<file path="src/rtl/fuzzy_duty_regulator_defines.svh">
// assertion helpers shared by the regulator modules
`ifndef FUZZY_DUTY_REGULATOR_DEFINES_SVH
`define FUZZY_DUTY_REGULATOR_DEFINES_SVH

// condition must hold at every clock edge out of reset
`define FDR_ASSERT_NOW(label, cond, msg) \
    label: assert property (@(posedge i_clk) disable iff (!i_rst_n) (cond)) else $error(msg);

// consequent must hold in the cycle after the antecedent
`define FDR_ASSERT_NEXT(label, ante, cons, msg) \
    label: assert property (@(posedge i_clk) disable iff (!i_rst_n) (ante) |=> (cons)) \
        else $error(msg);

`endif

</file>
<file path="src/rtl/fdr_pkg.sv">
package fdr_pkg;

    // samples averaged per tick, clamped to the five sample fields
    localparam int SAMPLES_PER_TICK  = 5;
    localparam int NUM_SAMPLE_FIELDS = 5;
    localparam int N_AVG = (SAMPLES_PER_TICK < 1) ? 1 :
                           ((SAMPLES_PER_TICK > NUM_SAMPLE_FIELDS) ? NUM_SAMPLE_FIELDS :
                            SAMPLES_PER_TICK);

    localparam int SMP_W  = 12;
    localparam int MV_W   = 12;
    localparam int REF_W  = 12;
    localparam int PER_W  = 16;
    localparam int DUTY_W = 16;
    localparam int LVL_W  = 4;
    localparam int ERR_W  = 14;

    localparam int CFG_IDX_W  = 1;
    localparam int CFG_DATA_W = 16;
    localparam logic [CFG_IDX_W-1:0] CFG_REF_MV     = 1'd0;
    localparam logic [CFG_IDX_W-1:0] CFG_PWM_PERIOD = 1'd1;

    localparam logic [REF_W-1:0] REF_MV_RESET     = 12'd0;
    localparam logic [PER_W-1:0] PWM_PERIOD_RESET = 16'd1000;

    localparam int Q_DEPTH = 4;

    // class codes
    localparam logic [LVL_W-1:0] LVL_NE = 4'd0;
    localparam logic [LVL_W-1:0] LVL_NH = 4'd1;
    localparam logic [LVL_W-1:0] LVL_NM = 4'd2;
    localparam logic [LVL_W-1:0] LVL_NS = 4'd3;
    localparam logic [LVL_W-1:0] LVL_NT = 4'd4;
    localparam logic [LVL_W-1:0] LVL_Z  = 4'd5;
    localparam logic [LVL_W-1:0] LVL_PT = 4'd6;
    localparam logic [LVL_W-1:0] LVL_PS = 4'd7;
    localparam logic [LVL_W-1:0] LVL_PM = 4'd8;
    localparam logic [LVL_W-1:0] LVL_PH = 4'd9;
    localparam logic [LVL_W-1:0] LVL_PE = 4'd10;

    typedef struct packed {
        logic [SMP_W-1:0] sample_0;
        logic [SMP_W-1:0] sample_1;
        logic [SMP_W-1:0] sample_2;
        logic [SMP_W-1:0] sample_3;
        logic [SMP_W-1:0] sample_4;
    } t_in_item;

    typedef struct packed {
        logic [DUTY_W-1:0] duty;
        logic [MV_W-1:0]   measured_mv;
        logic [LVL_W-1:0]  error_level;
        logic [LVL_W-1:0]  change_level;
        logic [LVL_W-1:0]  rule_level;
    } t_out_item;

    // queue status: full holds back the front end, empty holds back the back end
    typedef struct packed {
        logic empty;
        logic full;
    } t_q_status;

endpackage

</file>
<file path="src/rtl/fdr_front.sv">
module fdr_front (
    input  logic               i_clk,
    input  logic               i_rst_n,
    input  logic               i_in_valid,
    output logic               o_in_stall,
    input  fdr_pkg::t_in_item  i_in_data,
    output logic               o_push,
    input  logic               i_full,
    output logic [fdr_pkg::MV_W-1:0] o_mv
);
    import fdr_pkg::*;

    localparam int SUM_W       = SMP_W + $clog2(N_AVG);
    // floor(sum / N_AVG) by reciprocal, exact for the full sum range
    localparam int AVG_SHIFT   = 17;
    localparam int AVG_MAGIC_W = AVG_SHIFT + 1;
    localparam int AVG_MAGIC   = ((1 << AVG_SHIFT) + N_AVG - 1) / N_AVG;
    localparam int AVG_PROD_W  = SUM_W + AVG_MAGIC_W;
    // 3300/4095 reduces to 220/273
    localparam int MV_NUM      = 220;
    localparam int MV_DEN      = 273;
    localparam int MV_SHIFT    = 22;
    localparam int MV_MAGIC_W  = 22;
    localparam int MV_MAGIC    =
        int'((longint'(MV_NUM) * (longint'(1) << MV_SHIFT) + longint'(MV_DEN - 1)) /
             longint'(MV_DEN));
    localparam int MV_PROD_W   = SMP_W + MV_MAGIC_W;

    logic [SMP_W-1:0]      w_samp [NUM_SAMPLE_FIELDS];
    logic                  w_adv;
    logic                  r_v1, r_v2, r_v3;
    logic [SUM_W-1:0]      r_sum, n_sum;
    logic [SMP_W-1:0]      r_avg, n_avg;
    logic [MV_W-1:0]       r_mv, n_mv;
    logic [AVG_PROD_W-1:0] w_avg_prod;
    logic [MV_PROD_W-1:0]  w_mv_prod;

    assign w_samp[0] = i_in_data.sample_0;
    assign w_samp[1] = i_in_data.sample_1;
    assign w_samp[2] = i_in_data.sample_2;
    assign w_samp[3] = i_in_data.sample_3;
    assign w_samp[4] = i_in_data.sample_4;

    always_comb begin
        n_sum = '0;
        for (int i = 0; i < N_AVG; i++) begin
            n_sum = n_sum + SUM_W'(w_samp[i]);
        end
    end

    assign w_avg_prod = AVG_PROD_W'(r_sum) * AVG_PROD_W'(AVG_MAGIC);
    assign n_avg      = w_avg_prod[AVG_SHIFT +: SMP_W];
    assign w_mv_prod  = MV_PROD_W'(r_avg) * MV_PROD_W'(MV_MAGIC);
    assign n_mv       = w_mv_prod[MV_SHIFT +: MV_W];

    // the whole front moves together unless the last beat cannot enter the queue
    assign w_adv      = !r_v3 || !i_full;
    assign o_in_stall = !w_adv;
    assign o_push     = r_v3 && !i_full;
    assign o_mv       = r_mv;

    always_ff @(posedge i_clk) begin
        if (!i_rst_n) begin
            r_v1 <= 1'b0;
            r_v2 <= 1'b0;
            r_v3 <= 1'b0;
        end else if (w_adv) begin
            r_v1 <= i_in_valid;
            r_v2 <= r_v1;
            r_v3 <= r_v2;
        end
    end

    always_ff @(posedge i_clk) begin
        if (w_adv) begin
            r_sum <= n_sum;
            r_avg <= n_avg;
            r_mv  <= n_mv;
        end
    end

endmodule

</file>
<file path="src/rtl/fdr_queue.sv">
`include "fuzzy_duty_regulator_defines.svh"

module fdr_queue (
    input  logic                      i_clk,
    input  logic                      i_rst_n,
    input  logic                      i_push,
    input  logic [fdr_pkg::MV_W-1:0]  i_data,
    input  logic                      i_pop,
    output fdr_pkg::t_q_status        o_status,
    output logic [fdr_pkg::MV_W-1:0]  o_data
);
    import fdr_pkg::*;

    localparam int Q_PTR_W = (Q_DEPTH > 1) ? $clog2(Q_DEPTH) : 1;
    localparam int Q_CNT_W = $clog2(Q_DEPTH + 1);

    logic [MV_W-1:0]    r_mem [Q_DEPTH];
    logic [Q_PTR_W-1:0] r_wr_ptr, n_wr_ptr;
    logic [Q_PTR_W-1:0] r_rd_ptr, n_rd_ptr;
    logic [Q_CNT_W-1:0] r_count, n_count;

    always_comb begin
        n_wr_ptr = r_wr_ptr;
        n_rd_ptr = r_rd_ptr;
        if (i_push) begin
            n_wr_ptr = (r_wr_ptr == Q_PTR_W'(Q_DEPTH - 1)) ? '0 : r_wr_ptr + 1'b1;
        end
        if (i_pop) begin
            n_rd_ptr = (r_rd_ptr == Q_PTR_W'(Q_DEPTH - 1)) ? '0 : r_rd_ptr + 1'b1;
        end
        case ({i_push, i_pop})
            2'b10:   n_count = r_count + 1'b1;
            2'b01:   n_count = r_count - 1'b1;
            default: n_count = r_count;
        endcase
    end

    always_ff @(posedge i_clk) begin
        if (!i_rst_n) begin
            r_wr_ptr <= '0;
            r_rd_ptr <= '0;
            r_count  <= '0;
        end else begin
            r_wr_ptr <= n_wr_ptr;
            r_rd_ptr <= n_rd_ptr;
            r_count  <= n_count;
        end
    end

    always_ff @(posedge i_clk) begin
        if (i_push) begin
            r_mem[r_wr_ptr] <= i_data;
        end
    end

    assign o_data         = r_mem[r_rd_ptr];
    assign o_status.empty = (r_count == '0);
    assign o_status.full  = (r_count == Q_CNT_W'(Q_DEPTH));

    `FDR_ASSERT_NOW(a_q_no_overflow, !(i_push && o_status.full), "push into a full queue")
    `FDR_ASSERT_NOW(a_q_no_underflow, !(i_pop && o_status.empty), "pop from an empty queue")

endmodule

</file>
<file path="src/rtl/fdr_back.sv">
`include "fuzzy_duty_regulator_defines.svh"

module fdr_back (
    input  logic                       i_clk,
    input  logic                       i_rst_n,
    input  logic [fdr_pkg::REF_W-1:0]  i_ref_mv,
    input  logic [fdr_pkg::PER_W-1:0]  i_pwm_period,
    input  fdr_pkg::t_q_status         i_q_status,
    input  logic [fdr_pkg::MV_W-1:0]   i_mv,
    output logic                       o_pop,
    output logic                       o_out_valid,
    input  logic                       i_out_stall,
    output fdr_pkg::t_out_item         o_out_data
);
    import fdr_pkg::*;

    localparam int CLS_W     = 26;
    localparam int K_W       = 10;
    localparam int PK_W      = PER_W + K_W;
    localparam int MAG_W     = 23;
    localparam int STEP_SH   = 26;
    localparam int PM_W      = PER_W + MAG_W;
    localparam int STEP_W    = 12;
    localparam int GUARD_W   = 30;
    localparam int UP_W      = 20;

    localparam logic signed [CLS_W-1:0] K1000 = 26'sd1000;
    localparam logic signed [CLS_W-1:0] K5    = 26'sd5;
    localparam logic signed [CLS_W-1:0] K100  = 26'sd100;
    localparam logic signed [CLS_W-1:0] K200  = 26'sd200;
    localparam logic signed [CLS_W-1:0] K350  = 26'sd350;
    localparam logic signed [CLS_W-1:0] K450  = 26'sd450;

    // sorts x into a class by 1000*x against k*ref
    function automatic logic [LVL_W-1:0] classify(input logic signed [ERR_W-1:0] x,
                                                  input logic [REF_W-1:0] ref_val);
        logic signed [CLS_W-1:0] v, r, t5, t100, t200, t350, t450;
        logic [LVL_W-1:0] lvl;
        v    = CLS_W'(x) * K1000;
        r    = $signed({{(CLS_W - REF_W){1'b0}}, ref_val});
        t5   = r * K5;
        t100 = r * K100;
        t200 = r * K200;
        t350 = r * K350;
        t450 = r * K450;
        if (v > -t5 && v <= t5)            lvl = LVL_Z;
        else if (v > t5 && v <= t100)      lvl = LVL_PT;
        else if (v > -t100 && v <= -t5)    lvl = LVL_NT;
        else if (v > t100 && v <= t200)    lvl = LVL_PS;
        else if (v > -t200 && v <= -t100)  lvl = LVL_NS;
        else if (v > t200 && v <= t350)    lvl = LVL_PM;
        else if (v > -t350 && v <= -t200)  lvl = LVL_NM;
        else if (v > t350 && v <= t450)    lvl = LVL_PH;
        else if (v > -t450 && v <= -t350)  lvl = LVL_NH;
        else if (v > t450)                 lvl = LVL_PE;
        else                               lvl = LVL_NE;
        return lvl;
    endfunction

    function automatic logic [LVL_W-1:0] rule_of(input logic [LVL_W-1:0] el,
                                                 input logic [LVL_W-1:0] cl);
        logic signed [5:0] s;
        logic [4:0] m;
        logic [2:0] mag;
        s = $signed({2'b00, el}) + $signed({2'b00, cl}) - 6'sd10;
        m = (s < 0) ? 5'(-s) : 5'(s);
        case (m) inside
            5'd0:         mag = 3'd0;
            5'd1:         mag = 3'd1;
            5'd2:         mag = 3'd2;
            [5'd3:5'd4]:  mag = 3'd3;
            [5'd5:5'd6]:  mag = 3'd4;
            default:      mag = 3'd5;
        endcase
        return (s < 0) ? LVL_Z - LVL_W'(mag) : LVL_Z + LVL_W'(mag);
    endfunction

    // step fraction in units of 1/10000
    function automatic logic [K_W-1:0] step_k(input logic [LVL_W-1:0] rl);
        logic [K_W-1:0] k;
        case (rl)
            LVL_NE, LVL_PE: k = 10'd625;
            LVL_NH:         k = 10'd370;
            LVL_PH:         k = 10'd400;
            LVL_NM, LVL_PM: k = 10'd250;
            LVL_NS, LVL_PS: k = 10'd120;
            LVL_NT, LVL_PT: k = 10'd50;
            default:        k = '0;
        endcase
        return k;
    endfunction

    // ceil(2^26 * k / 10000), exact floor for any 16-bit period
    function automatic logic [MAG_W-1:0] step_magic(input logic [LVL_W-1:0] rl);
        logic [MAG_W-1:0] m;
        case (rl)
            LVL_NE, LVL_PE: m = 23'd4194304;
            LVL_NH:         m = 23'd2483028;
            LVL_PH:         m = 23'd2684355;
            LVL_NM, LVL_PM: m = 23'd1677722;
            LVL_NS, LVL_PS: m = 23'd805307;
            LVL_NT, LVL_PT: m = 23'd335545;
            default:        m = '0;
        endcase
        return m;
    endfunction

    logic w_adv;

    logic                    r_b1_valid;
    logic [MV_W-1:0]         r_b1_mv;
    logic signed [ERR_W-1:0] r_b1_err, n_b1_err;
    logic signed [ERR_W-1:0] r_b1_chg, n_b1_chg;
    logic signed [ERR_W-1:0] r_prev_err;

    logic                    r_b2_valid;
    logic [MV_W-1:0]         r_b2_mv;
    logic [LVL_W-1:0]        r_b2_el, r_b2_cl;

    logic                    r_b3_valid;
    logic [MV_W-1:0]         r_b3_mv;
    logic [LVL_W-1:0]        r_b3_el, r_b3_cl, r_b3_rule, n_b3_rule;
    logic [PK_W-1:0]         r_b3_pk, n_b3_pk;
    logic [STEP_W-1:0]       r_b3_step, n_b3_step;
    logic [PM_W-1:0]         w_pm;

    logic [DUTY_W-1:0]       r_duty, n_duty;
    logic                    r_out_valid;
    t_out_item               r_out;

    assign w_adv = !r_out_valid || !i_out_stall;
    assign o_pop = w_adv && !i_q_status.empty;

    assign n_b1_err = $signed({2'b00, i_ref_mv}) - $signed({2'b00, i_mv});
    assign n_b1_chg = n_b1_err - r_prev_err;

    assign n_b3_rule = rule_of(r_b2_el, r_b2_cl);
    assign n_b3_pk   = PK_W'(i_pwm_period) * PK_W'(step_k(n_b3_rule));
    assign w_pm      = PM_W'(i_pwm_period) * PM_W'(step_magic(n_b3_rule));
    assign n_b3_step = w_pm[STEP_SH +: STEP_W];

    // down steps only when the duty covers the exact step, up steps only while the duty is at most 0.8 of period
    always_comb begin
        n_duty = r_duty;
        if (r_b3_rule < LVL_Z) begin
            if (GUARD_W'(r_duty) * GUARD_W'(10000) >= GUARD_W'(r_b3_pk)) begin
                n_duty = r_duty - DUTY_W'(r_b3_step);
            end
        end else if (r_b3_rule > LVL_Z) begin
            if (UP_W'(r_duty) * UP_W'(10) <= UP_W'(i_pwm_period) * UP_W'(8)) begin
                n_duty = r_duty + DUTY_W'(r_b3_step);
            end
        end
    end

    always_ff @(posedge i_clk) begin
        if (!i_rst_n) begin
            r_b1_valid  <= 1'b0;
            r_b2_valid  <= 1'b0;
            r_b3_valid  <= 1'b0;
            r_out_valid <= 1'b0;
            r_prev_err  <= '0;
            r_duty      <= '0;
        end else if (w_adv) begin
            r_b1_valid  <= o_pop;
            r_b2_valid  <= r_b1_valid;
            r_b3_valid  <= r_b2_valid;
            r_out_valid <= r_b3_valid;
            if (o_pop) begin
                r_prev_err <= n_b1_err;
            end
            if (r_b3_valid) begin
                r_duty <= n_duty;
            end
        end
    end

    always_ff @(posedge i_clk) begin
        if (w_adv) begin
            r_b1_mv   <= i_mv;
            r_b1_err  <= n_b1_err;
            r_b1_chg  <= n_b1_chg;
            r_b2_mv   <= r_b1_mv;
            r_b2_el   <= classify(r_b1_err, i_ref_mv);
            r_b2_cl   <= classify(r_b1_chg, i_ref_mv);
            r_b3_mv   <= r_b2_mv;
            r_b3_el   <= r_b2_el;
            r_b3_cl   <= r_b2_cl;
            r_b3_rule <= n_b3_rule;
            r_b3_pk   <= n_b3_pk;
            r_b3_step <= n_b3_step;
            r_out.duty         <= n_duty;
            r_out.measured_mv  <= r_b3_mv;
            r_out.error_level  <= r_b3_el;
            r_out.change_level <= r_b3_cl;
            r_out.rule_level   <= r_b3_rule;
        end
    end

    assign o_out_valid = r_out_valid;
    assign o_out_data  = r_out;

    `FDR_ASSERT_NEXT(a_duty_hold, !(w_adv && r_b3_valid), $stable(r_duty), "duty moved without a beat")
    `FDR_ASSERT_NEXT(a_zero_rule, w_adv && r_b3_valid && r_b3_rule == LVL_Z, r_duty == $past(r_duty), "duty moved on zero rule")
    `FDR_ASSERT_NEXT(a_down_rule, w_adv && r_b3_valid && r_b3_rule < LVL_Z, r_duty <= $past(r_duty), "down rule raised duty")

endmodule

</file>
<file path="src/rtl/fuzzy_duty_regulator.sv">
// Fuzzy PD duty regulator. Each input beat carries five 12-bit ADC samples of
// one control tick; the block averages them, scales to millivolts, sorts the
// error and its change against ref_mv into eleven classes, applies the rule
// table and returns the updated duty with the intermediate classes as one
// output beat. A three-stage front end (sum, divide, scale) feeds a four-entry
// queue; a four-stage back end (error, classify, rule and step, duty update)
// drains it, so a new beat is taken every clock when neither side stalls.
// The duty and previous-error registers close their loops within single
// back-end stages, which is what allows one beat per clock. Configuration
// writes take effect at once and belong in idle periods; writes to an
// unknown index are dropped.
module fuzzy_duty_regulator (
    input  logic                            i_clk,
    input  logic                            i_rst_n,
    input  logic                            i_in_valid,
    output logic                            o_in_stall,
    input  fdr_pkg::t_in_item               i_in_data,
    output logic                            o_out_valid,
    input  logic                            i_out_stall,
    output fdr_pkg::t_out_item              o_out_data,
    input  logic                            i_cfg_we,
    input  logic [fdr_pkg::CFG_IDX_W-1:0]   i_cfg_idx,
    input  logic [fdr_pkg::CFG_DATA_W-1:0]  i_cfg_wdata
);
    import fdr_pkg::*;

    logic [REF_W-1:0] r_ref_mv;
    logic [PER_W-1:0] r_pwm_period;
    logic             w_push;
    logic             w_pop;
    logic [MV_W-1:0]  w_front_mv;
    logic [MV_W-1:0]  w_q_mv;
    t_q_status        w_q_status;

    always_ff @(posedge i_clk) begin
        if (!i_rst_n) begin
            r_ref_mv     <= REF_MV_RESET;
            r_pwm_period <= PWM_PERIOD_RESET;
        end else if (i_cfg_we) begin
            case (i_cfg_idx)
                CFG_REF_MV:     r_ref_mv     <= i_cfg_wdata[REF_W-1:0];
                CFG_PWM_PERIOD: r_pwm_period <= i_cfg_wdata[PER_W-1:0];
                default: ;
            endcase
        end
    end

    fdr_front u_front (
        .i_clk      (i_clk),
        .i_rst_n    (i_rst_n),
        .i_in_valid (i_in_valid),
        .o_in_stall (o_in_stall),
        .i_in_data  (i_in_data),
        .o_push     (w_push),
        .i_full     (w_q_status.full),
        .o_mv       (w_front_mv)
    );

    fdr_queue u_queue (
        .i_clk    (i_clk),
        .i_rst_n  (i_rst_n),
        .i_push   (w_push),
        .i_data   (w_front_mv),
        .i_pop    (w_pop),
        .o_status (w_q_status),
        .o_data   (w_q_mv)
    );

    fdr_back u_back (
        .i_clk        (i_clk),
        .i_rst_n      (i_rst_n),
        .i_ref_mv     (r_ref_mv),
        .i_pwm_period (r_pwm_period),
        .i_q_status   (w_q_status),
        .i_mv         (w_q_mv),
        .o_pop        (w_pop),
        .o_out_valid  (o_out_valid),
        .i_out_stall  (i_out_stall),
        .o_out_data   (o_out_data)
    );

endmodule

</file>
<file path="config.mk">
export PLATFORM = sky130hd
export DESIGN_NAME = fuzzy_duty_regulator
export DESIGN_NICKNAME = d
export VERILOG_FILES = /design/src/rtl/fdr_pkg.sv /design/src/rtl/fdr_front.sv /design/src/rtl/fdr_queue.sv /design/src/rtl/fdr_back.sv /design/src/rtl/fuzzy_duty_regulator.sv
export VERILOG_INCLUDE_DIRS = /design/src /design/src/rtl
export SDC_FILE = /design/constraint.sdc
export NUM_CORES = 2
export LEC_CHECK = 0
export BUFFER_PORTS_ARGS = -buffer_cell sky130_fd_sc_hd__buf_2
export CAP_MARGIN = 25
export CORE_MARGIN = 10
export CORE_UTILIZATION = 55
export CTS_CLUSTER_DIAMETER = 50
export CTS_CLUSTER_SIZE = 25
export DETAILED_ROUTE_END_ITERATION = 16
export MAX_ROUTING_LAYER = met4
export PLACE_DENSITY = 0.74
export REMOVE_ABC_BUFFERS = 1
export SLEW_MARGIN = 15
export SYNTH_ARGS = -nofsm -noshare
export SYNTH_HDL_FRONTEND = slang
export SYNTH_SLANG_ARGS = --single-unit
</file>
<file path="constraint.sdc">
create_clock -name i_clk -period 10.05 [get_ports i_clk]
set_clock_uncertainty 0.2 [all_clocks]
set_input_delay 1.5075 -clock i_clk [delete_from_list [all_inputs] [get_ports i_clk]]
set_output_delay 1.5075 -clock i_clk [all_outputs]
set_load 0.01 [all_outputs]
</file>
==> reports/qor.csv <==
stage;metric;value;unit
run_status;run status;finished, violations left;
run_status;violated checks;setup timing;
setup_path;Slowest cell on crit path;fa_1;
sta;Setup violations, final;4;
cells_and_area;final net count;9026;
cts;CTS H-tree depth;2;
synthesis;Synth Area in Compound Gates;12.0;%
setup_path;R2R Setup Slk;-70;ps
route;via count;48600;
route;Post-route DRC;0;
die;Initial Utilization;55.7;%
die;IO Count;124;
sta;fin worst setup slack;-72.3;ps
sta;WHS;220;ps
sta;Final Max Slew Viols;0;
setup_path;Max stage delay on crit path;570;ps
synthesis;Yosys top cell by area;ha_1;
sta;Worst Tran Pin Value;1130;ps
cts;Num CTS Buffers;42;
global_routing;global-route usage over all layers;29.6;%
hold_path;Hold Path Sink;u_back.o_out_data[17];
route;vias per cell;5.75;
job;number of max-cap violations;0;
synthesis;#FFs+latches synth;321;
cts;CTS root buf;clkbuf_16;
synthesis;cell area after technology mapping;61800;µm²
sta;max frequency;98.8;MHz
placed_design;DP Cell Count;8307;
die;Std-Cell Rows;122;
cts;hold_buf cts;0;
cells_and_area;share of layout cells above drive strength 1;11.8;%
die;chip width;355;µm
synthesis;Synth Instances;6482;
synthesis;Yosys top cell area share;25.9;%
cts;CTS sink count;321;
global_routing;number of global-route vias before repair;49600;
synthesis;Synth Area in XOR/XNOR;3.48;%
setup_path;CP delay by family, top;adder cells;
die;Die H;355;µm
synthesis;largest cells by area after synthesis;ha_1 (26%), fa_1 (24%), edfxtp_1 (12%);
global_routing;largest net degree at the start of global routing;78;
route;drt total wl;182000;µm
setup_path;Crit Path Class;reg -> reg;
synthesis;sequential area share after synthesis;14.4;%
hold_path;Hold Path Class;reg -> reg;
setup_path;crit path from;u_back.r_b2_el[1];
synthesis;Post-synth EDFFs;248;
placed_design;gpl congestion;1.04;
route;TritonRoute pass-1 iters;8;
cells_and_area;area added between synthesis and finish;12.1;%
setup_path;R2R cell count;43;
route;antenna viol nets, final;0;
placed_design;port bufs;123;
cts;Clock Path Buffers;3;
cts;CTS tree;built;
placed_design;placed inst area;66400;µm²
die;core area;111000;µm²
hold_path;hold path start;u_back.r_b3_mv[5];
die;Die Area;126000;µm²
synthesis;largest family of logic cells by synthesized area;adder cells;
synthesis;simple-gate area share of the yosys netlist;11.0;%
synthesis;Synth Flop Type;edfxtp_1;
cts;insertion delay to the later sink of the worst-skew pair;630;ps
setup_path;worst path bufs/invs;13;
synthesis;mux contribution to synthesized area;0.676;%
cts;CTS clk-pin slew, worst paths;60;ps
setup_path;Worst setup SP type;flip-flop;
synthesis;Async SR Flop Fraction;0;%
route;Initial DRC Count;3651;
synthesis;most frequent cell after synthesis;ha_1;
synthesis;Syn Area/Cell;9.54;µm²
setup_path;CP Data Arrival Time;10260;ps
placed_design;sum of net half-perimeters after detailed placement;150000;µm
hold_path;Hold Path Depth;0;
setup_path;Critical Path Fanout Max;7;
sta;final hold viol count;0;
global_routing;first-pass GRT wire length;284000;µm
cells_and_area;Post-Layout Cell Count;8448;
cells_and_area;Filler cells;9410;
sta;Final min period;10120;ps
synthesis;Synth Warn #;0;
setup_path;Reg-to-Reg End;u_back.r_b3_step[9];
route;post-DR wirelength/cell;21.5;µm
synthesis;Synth top cells by count;ha_1 (1282), inv_1 (1246), fa_1 (747), nand2_1 (417), a21oi_1 (300);
setup_path;Critical Path RT;10190;ps
sta;period utilization;101;%
global_routing;grt total ovfl;0;
synthesis;Yosys cell types;102;
sta;RSZ-0062 raised after global routing;true;
synthesis;Post-Synth Adder-Cell Area;50.1;%
setup_path;FF-to-FF Start;u_back.r_b2_el[1];
cells_and_area;Finished Cell Area;69300;µm²
setup_path;Worst Setup End Kind;flip-flop;
global_routing;antenna violations before repair;10;
sta;slew margin rel.;24.4;%
## timing repair
action | in CTS | in global routing
gates cloned | 0 | 0
pin swaps | 68 | 139
setup endpoints to repair | 11 | 12
resized for setup | 124 | 143
buffers inserted | 14 | 38
## how the worst max path moves through the flow
| stage | endpoint | slack, ps | cells after the start |
|---|---|---|---|
| final | u_back.r_b3_step[9] | -70 | 43 |
| after global routing | u_back.r_b3_step[9] | -380 | 44 |
| after CTS | u_back.r_b3_step[9] | 20 | 43 |
| after detailed placement | u_back.r_b3_step[3] | -490 | 45 |
| after global placement | u_back.r_b3_step[3] | -380 | 45 |
| after floorplan | u_back.r_b3_step[9] | -890 | 40 |
## cell families (layout without fill, tap and decap cells)
family	count (synthesis)	after routing
AO/OA/AOI/OAI	1124	1124
XOR/XNOR	245	245
adder cells (fa/ha/maj)	2029	2029
buffers and inverters	1363	1830
flip-flops	321	321
multiplexers	26	26
other	0	11
AND/OR/NAND/NOR	1374	1374
## final cells by class
type	count	area [µm²]	area share [%]
inverter	1259	4740	6.83
antenna	11	27.5	0.0397
tap	1488	1860	2.68
sequential	321	8910	12.8
clock inverter	35	442	0.637
clock buffer	43	1060	1.54
timing repair buffer	493	3580	5.16
multi-input combinational	4798	48700	70.3
## layer usage
layer | routed length (µm) | vias to the layer above | global-route usage [%]
met5 | 0 | - | -
li1 | - | 22700 | -
met4 | 6930 | 0 | 10.1
met3 | 15800 | 365 | 5.72
met1 | 79100 | 23800 | 39.5
met2 | 80000 | 1692 | 45.0
## sequential cells by signal, summed over array words and instances (netlist names), 12 cells and up, named ones only
register,flops
r_pwm_period,16
r_ref_mv,12
u_back.o_out_data,40
u_back.r_b1_chg,14
u_back.r_b1_err,13
u_back.r_b1_mv,12
u_back.r_b2_mv,12
u_back.r_b3_mv,12
u_back.r_b3_pk,26
u_back.r_b3_step,12
u_back.r_duty,16
u_back.r_prev_err,13
u_front.o_mv,12
u_front.r_avg,12
u_front.r_sum,15
u_queue.r_mem,48
## cells in the final DEF, fill, tap and decap left out, types with 72 or more instances in the layout
| cell type | count |
|---|---|
| a21o_1 | 203 |
| a21oi_1 | 279 |
| and2_1 | 115 |
| buf_2 | 123 |
| buf_4 | 333 |
| dfxtp_1 | 73 |
| edfxtp_1 | 248 |
| fa_1 | 727 |
| ha_1 | 1262 |
| inv_1 | 1212 |
| nand2_1 | 387 |
| nand3_1 | 76 |
| nand4_1 | 87 |
| nor2_1 | 262 |
| nor3_1 | 118 |
| o21a_1 | 93 |
| o21ai_0 | 164 |
| xnor2_1 | 159 |
| xor2_1 | 72 |
## per-stage QoR
stage	setup slack [ps]	setup TNS [ps]	utilization, %
after floorplan	-891	-7890	-
after global placement	-377	-2410	59.8
after detailed placement	-486	-3510	59.8
after CTS	17.4	0	61.6
after global routing	-382	-2500	62.4
final	-72.3	-221	62.4
Power is not shown: default switching activity piles up to over one toggle a cycle in this logic, so the estimate is an artifact.
